$ cat src/rtl/alc_pkg.sv
`timescale 1ns / 1ps
package alc_pkg;

  localparam int unsigned CELL_W     = 40;
  localparam int unsigned SIZE_W     = 16;
  localparam int unsigned IDX_W      = 6;
  localparam int unsigned DVAL_W     = 36;
  localparam int unsigned CFG_W      = 32;
  localparam int unsigned CFG_IDX_W  = 2;
  localparam int unsigned COUNT_W    = 7;
  localparam int unsigned MAX_ITEMS_DEF = 64;
  localparam int unsigned FRAC_BITS_DEF = 16;
  localparam longint unsigned MISSING_UNITS = 64'd1000000;
  localparam longint unsigned ABOVE_UNITS   = 64'd10000;
  localparam logic [63:0] MASK40 = 64'hFF_FFFF_FFFF;

  // request codes
  localparam logic [1:0] REQ_CELL  = 2'd0;
  localparam logic [1:0] REQ_SIZE  = 2'd1;
  localparam logic [1:0] REQ_MERGE = 2'd2;

  // linkage codes
  localparam logic [1:0] LINK_MAX  = 2'd0;
  localparam logic [1:0] LINK_AVG  = 2'd1;
  localparam logic [1:0] LINK_MEAN = 2'd2;
  localparam logic [1:0] LINK_MIN  = 2'd3;

  // configuration register indexes
  localparam logic [CFG_IDX_W-1:0] CFG_LINKAGE = 2'd0;
  localparam logic [CFG_IDX_W-1:0] CFG_COUNT   = 2'd1;
  localparam logic [CFG_IDX_W-1:0] CFG_SIMIL   = 2'd2;
  localparam logic [CFG_IDX_W-1:0] CFG_CUTOFF  = 2'd3;

  typedef struct packed {
    logic [1:0]        req_type;
    logic [IDX_W-1:0]  row_index;
    logic [IDX_W-1:0]  col_index;
    logic [DVAL_W-1:0] distance_value;
    logic              missing_flag;
    logic [SIZE_W-1:0] cluster_size;
  } in_item_t;

  typedef struct packed {
    logic [IDX_W-1:0]  merged_row;
    logic [IDX_W-1:0]  merged_col;
    logic [CELL_W-1:0] merge_distance;
    logic              pair_found;
  } out_item_t;

  typedef enum logic [3:0] {
    ST_IDLE, ST_SCAN, ST_SCAN_END, ST_CLEAR, ST_SZ_R, ST_SZ_C, ST_UPD_CHK,
    ST_UPD_RD_R, ST_UPD_RD_C, ST_UPD_CALC, ST_UPD_DIV, ST_UPD_WR_C,
    ST_UPD_WR_R, ST_SZ_WR_R, ST_SZ_WR_C, ST_DONE
  } seq_state_t;

  typedef enum logic [1:0] {DP_IDLE, DP_MUL, DP_DIV} div_phase_t;

  // row-major lower-triangle address of cell (a, b), a != b
  function automatic int unsigned tri_index(int unsigned a, int unsigned b);
    int unsigned hi;
    int unsigned lo;
    hi = (a > b) ? a : b;
    lo = (a > b) ? b : a;
    return ((hi * (hi - 1)) >> 1) + lo;
  endfunction

endpackage

$ cat src/rtl/alc_avg_div.sv
`timescale 1ns / 1ps
module alc_avg_div (
  input  logic                         clk,
  input  logic                         rst,
  input  logic                         start,
  input  logic [alc_pkg::CELL_W-1:0]   d_row,
  input  logic [alc_pkg::CELL_W-1:0]   d_col,
  input  logic [alc_pkg::SIZE_W-1:0]   s_row,
  input  logic [alc_pkg::SIZE_W-1:0]   s_col,
  output logic                         done,
  output logic [alc_pkg::CELL_W-1:0]   quot
);
  localparam int unsigned NW = alc_pkg::CELL_W + alc_pkg::SIZE_W + 1;
  localparam int unsigned DW = alc_pkg::SIZE_W + 1;
  localparam int unsigned CNT_W = $clog2(NW);

  alc_pkg::div_phase_t phase, phase_next;
  logic [CNT_W-1:0] cnt;
  logic [NW-1:0]    acc;
  logic [DW:0]      rem;
  logic [DW-1:0]    den;
  logic [alc_pkg::CELL_W-1:0] dr, dc;
  logic [alc_pkg::SIZE_W-1:0] sr, sc;
  logic [NW-1:0]    pc, pr;
  logic [DW:0]      rem_sh;
  logic             q_bit;
  logic             last;

  always_comb begin
    pc = sc[cnt[$clog2(alc_pkg::SIZE_W)-1:0]] ? (NW'(dc) << cnt) : '0;
    pr = sr[cnt[$clog2(alc_pkg::SIZE_W)-1:0]] ? (NW'(dr) << cnt) : '0;
    rem_sh = {rem[DW-1:0], acc[NW-1]};
    q_bit = (rem_sh >= (DW+1)'(den));
    phase_next = phase;
    last = 1'b0;
    case (phase)
      alc_pkg::DP_IDLE: begin
        if (start) phase_next = alc_pkg::DP_MUL;
      end
      alc_pkg::DP_MUL: begin
        if (cnt == CNT_W'(alc_pkg::SIZE_W - 1)) phase_next = alc_pkg::DP_DIV;
      end
      alc_pkg::DP_DIV: begin
        if (cnt == CNT_W'(NW - 1)) begin
          last = 1'b1;
          phase_next = alc_pkg::DP_IDLE;
        end
      end
      default: phase_next = alc_pkg::DP_IDLE;
    endcase
  end

  always_ff @(posedge clk) begin
    if (rst) begin
      phase <= alc_pkg::DP_IDLE;
      done  <= 1'b0;
    end else begin
      phase <= phase_next;
      done  <= last;
    end
  end

  always_ff @(posedge clk) begin
    case (phase)
      alc_pkg::DP_IDLE: begin
        dr  <= d_row;
        dc  <= d_col;
        sr  <= s_row;
        sc  <= s_col;
        den <= DW'(s_row) + DW'(s_col);
        acc <= '0;
        rem <= '0;
        cnt <= '0;
      end
      alc_pkg::DP_MUL: begin
        // one size bit per cycle, both products at once
        acc <= acc + pc + pr;
        cnt <= (cnt == CNT_W'(alc_pkg::SIZE_W - 1)) ? '0 : cnt + 1'b1;
      end
      alc_pkg::DP_DIV: begin
        // restoring step: numerator shifts out, quotient shifts in
        rem <= q_bit ? (rem_sh - (DW+1)'(den)) : rem_sh;
        acc <= {acc[NW-2:0], q_bit};
        cnt <= cnt + 1'b1;
      end
      default: cnt <= '0;
    endcase
  end

  assign quot = acc[alc_pkg::CELL_W-1:0];

endmodule

$ cat config.mk
export PLATFORM = sky130hd
export DESIGN_NAME = alc_avg_div
export DESIGN_NICKNAME = d
export VERILOG_FILES = /design/src/rtl/alc_pkg.sv /design/src/rtl/alc_avg_div.sv
export SDC_FILE = /design/constraint.sdc
export NUM_CORES = 1
export LEC_CHECK = 0
export BUFFER_PORTS_ARGS = -buffer_cell sky130_fd_sc_hd__buf_2
export CAP_MARGIN = 20
export CORE_AREA = 2 2 198 200
export DETAILED_ROUTE_END_ITERATION = 8
export DIE_AREA = 0 0 200 202
export MAX_ROUTING_LAYER = met4
export PLACE_DENSITY = 0.77
export SLEW_MARGIN = 0
export SYNTH_ARGS = -nofsm -noshare
export SYNTH_HDL_FRONTEND = slang
export SYNTH_SLANG_ARGS = --single-unit
$ cat constraint.sdc
create_clock -name clk -period 5.5 [get_ports clk]
set_input_delay 0.55 -clock clk [delete_from_list [all_inputs] [get_ports clk]]
set_output_delay 0.55 -clock clk [all_outputs]
set_load 0.01 [all_outputs]
==> results.sh <==
export IMPL_port_buffers=155
export IMPL_tightest_slew_ns=0.972
export IMPL_leakage_uw=0.0103
export IMPL_cts_buffers=23
export IMPL_slew_viol_final=0
export IMPL_gp_congestion=0.991
export IMPL_whs_path_depth=1
export IMPL_post_route_drc_count=0
export IMPL_initial_core_util_pct=50.2
export IMPL_cp_max_fo=8
export IMPL_cts_root_buf="clkbuf_16"
export IMPL_yosys_most_used_dff="edfxtp_1"
export IMPL_synth_largest_area_cell="edfxtp_1"
export IMPL_cap_violations=0
export IMPL_grt_use_total_pct=32.8
export IMPL_finClkSkew_ns=0.0150
export IMPL_crit_type="register to register"
export IMPL_drt_first_pass_iters=5
export IMPL_syn_area_um2=19200
export IMPL_area_growth_pct=22.7
export IMPL_antenna_found_initial=0
export IMPL_ys_seq_area_share_pct=32.7
export IMPL_core_area_um2=38300
export IMPL_drt_wl_total_mm=64.2
export IMPL_setup_worst_path_start="cnt[0]$_DFF_P_"
export IMPL_synth_nets=2305
export IMPL_grt_max_degree=104
export IMPL_clk_path_buf_depth=3
export IMPL_diodes=0
export IMPL_synth_top_cell_area_share_pct=31.7
export IMPL_synth_most_common_cell="nand2_1"
export IMPL_hp_class="input port to register"
export IMPL_grt_overflow_total=0
export IMPL_drt_vias_per_instance=5.89
export IMPL_period_needed_ns=5.35
export IMPL_whs_ns=0.158
export IMPL_grt_pass1_vias=16700
export IMPL_drt_iter0_markers=1520
export IMPL_syn_inst=2037
export IMPL_postLayoutSetupSlackWorst_ns=0.146
export IMPL_cts_sinks=212
export IMPL_die_x_um=200
export IMPL_synthDistinctLibCells=85
export IMPL_async_reset_ff_share_pct=0
export IMPL_critPathLaunchType="register"
export IMPL_synth_area_per_cell_um2=9.43
export IMPL_slew_headroom_pct=35.0
export IMPL_r2r_cells=23
export IMPL_powerDensity_nw_per_um2=399
export IMPL_clk_pin_slew_ns=0.07
export IMPL_critPathArrivalTime_ns=5.66
export IMPL_critPathCaptureType="register"
export IMPL_h_tree_depth=1
export IMPL_synth_edf_count=203
export IMPL_postCtsHoldBufs=0
export IMPL_timing_rr_start="cnt[0]$_DFF_P_"
export IMPL_tritoncts="yes"
export IMPL_grt_pass1_wl_mm=98.6
export IMPL_setup_viol=0
export IMPL_ir_drop_mv=0.352
export IMPL_rsz0062_at_grt="true"
export IMPL_routedWlPerCell_um=22.0
export IMPL_ios=156
export IMPL_status="finished, final reports clean"
export IMPL_die_area_um2=40400
export IMPL_finalNetCount=2645
export IMPL_synthTopCellsByArea="edfxtp_1 (32%), fa_1 (6.1%), ha_1 (6.1%)"
export IMPL_die_y_um=202
export IMPL_synth_common_cells="nand2_1 (254), nor2_1 (239), edfxtp_1 (203)"
export IMPL_dp_slack_ns=-0.160
export IMPL_rows=72
export IMPL_ys_seq_elements=212
export IMPL_num_vias=17200
export IMPL_drive_gt1_share_pct=28.6
export IMPL_hpwl_mm=51.6
export IMPL_insertion_delay_ns=0.56
export IMPL_timing_final_hold_violations=0
export IMPL_fin_crit_sh_pct=97.3
export IMPL_ys_warnings_count=0
export IMPL_critPathRequiredTime_ns=5.80
export IMPL_worstHoldStart="d_row[25]"
export IMPL_ant_nets=0
export IMPL_totalPowerFinal_uw=9410
export IMPL_fmax_mhz=187
[cells in the final DEF, fill, tap and decap left out, drive strengths merged, types with 62 or more instances in the layout]
cell and count:
a21oi 134, buf 470, edfxtp 203, ha 94, inv 62, mux2i 106, nand2 254, nor2 239
nor2b 71, o21ai 137
[worst paths after layout]
path,end,slack [ns]
worst min register to register,phase[0]$_SDFFE_PP0P_,0.56
worst min-delay path,dr[25]$_DFFE_PP_,0.16
worst max-delay path,acc[43]$_DFFE_PP_,0.15
worst max register to register,acc[43]$_DFFE_PP_,0.15
[kinds of logic after synthesis]
logic type,after synthesis,synth area share [%]
xor+xnor,78,3.56
compound gates,491,16.4
flops,212,32.7
simple gates,708,16.4
mux,174,13.0
fa+ha+maj,153,12.3
buf+inv,221,5.73
[critical path, stage by stage (launching register included)]
cell and delay (ns):
dfxtp_4 0.44, buf_12 0.17, buf_4 0.16, mux2i_1 0.31, nand2_1 0.11, nand2_1 0.10, nor2_1 0.05, a31o_2 0.25
mux2i_2 0.24, mux2i_1 0.26, nor2b_1 0.23, fa_1 0.46, ha_1 0.37, a21oi_1 0.23, buf_4 0.15, o21ai_0 0.10
a31oi_1 0.19, nand2_1 0.16, o21ai_4 0.24, a21oi_2 0.09, o21ai_2 0.14, a21boi_1 0.09, or3_1 0.30, a32o_1 0.26
[report_power, final]
group	internal, µW	total, µW	switching [µW]
combinational	2460	5340	2880
clock	960	1640	677
sequential	2180	2430	251
[through the flow]
| step | std cells | instance area, µm² | utilization [%] | setup TNS [ns] |
|---|---|---|---|---|
| after floorplan | 2037 | 19200 | - | 0 |
| after global placement | 2851 | 22100 | 57.8 | -0.101 |
| after detailed placement | 2852 | 22200 | 57.9 | -0.782 |
| after CTS | 2898 | 23100 | 60.2 | 0 |
| after global routing | 2912 | 23600 | 61.5 | -0.740 |
| final | 2912 | 23600 | 61.5 | 0 |
[registers in the layout, summed over array words and instances, names as in the netlist]
register and flops:
rem 17, dr 40, sr 16, done 1, sc 16, dc 40
den 17, phase 2, cnt 6, acc 57
[layout make-up]
| type | instances | area [µm²] |
|---|---|---|
| tap | 518 | 648 |
| multi-input combinational | 1604 | 12300 |
| inverter | 65 | 248 |
| timing repair buffer | 471 | 3330 |
| fill | 3182 | 14700 |
| clock buffer | 25 | 583 |
| clock inverter | 17 | 208 |
| sequential | 212 | 6290 |
[per-layer routing]
metal,track usage [%],share of wire (%),wire [µm]
met5,-,0,0
met4,7.12,2.4,1530
met3,2.64,6.6,4250
met2,50.6,46,29700
met1,47.3,45,28700
[what timing repair did]
item / CTS / global route
setup buffers: 4 / 14
cloned: 0 / 1
pin swaps: 3 / 25
gates resized for setup: 18 / 115
setup endpoints to repair: 11 / 27
Power figures use the tool's default switching activity.
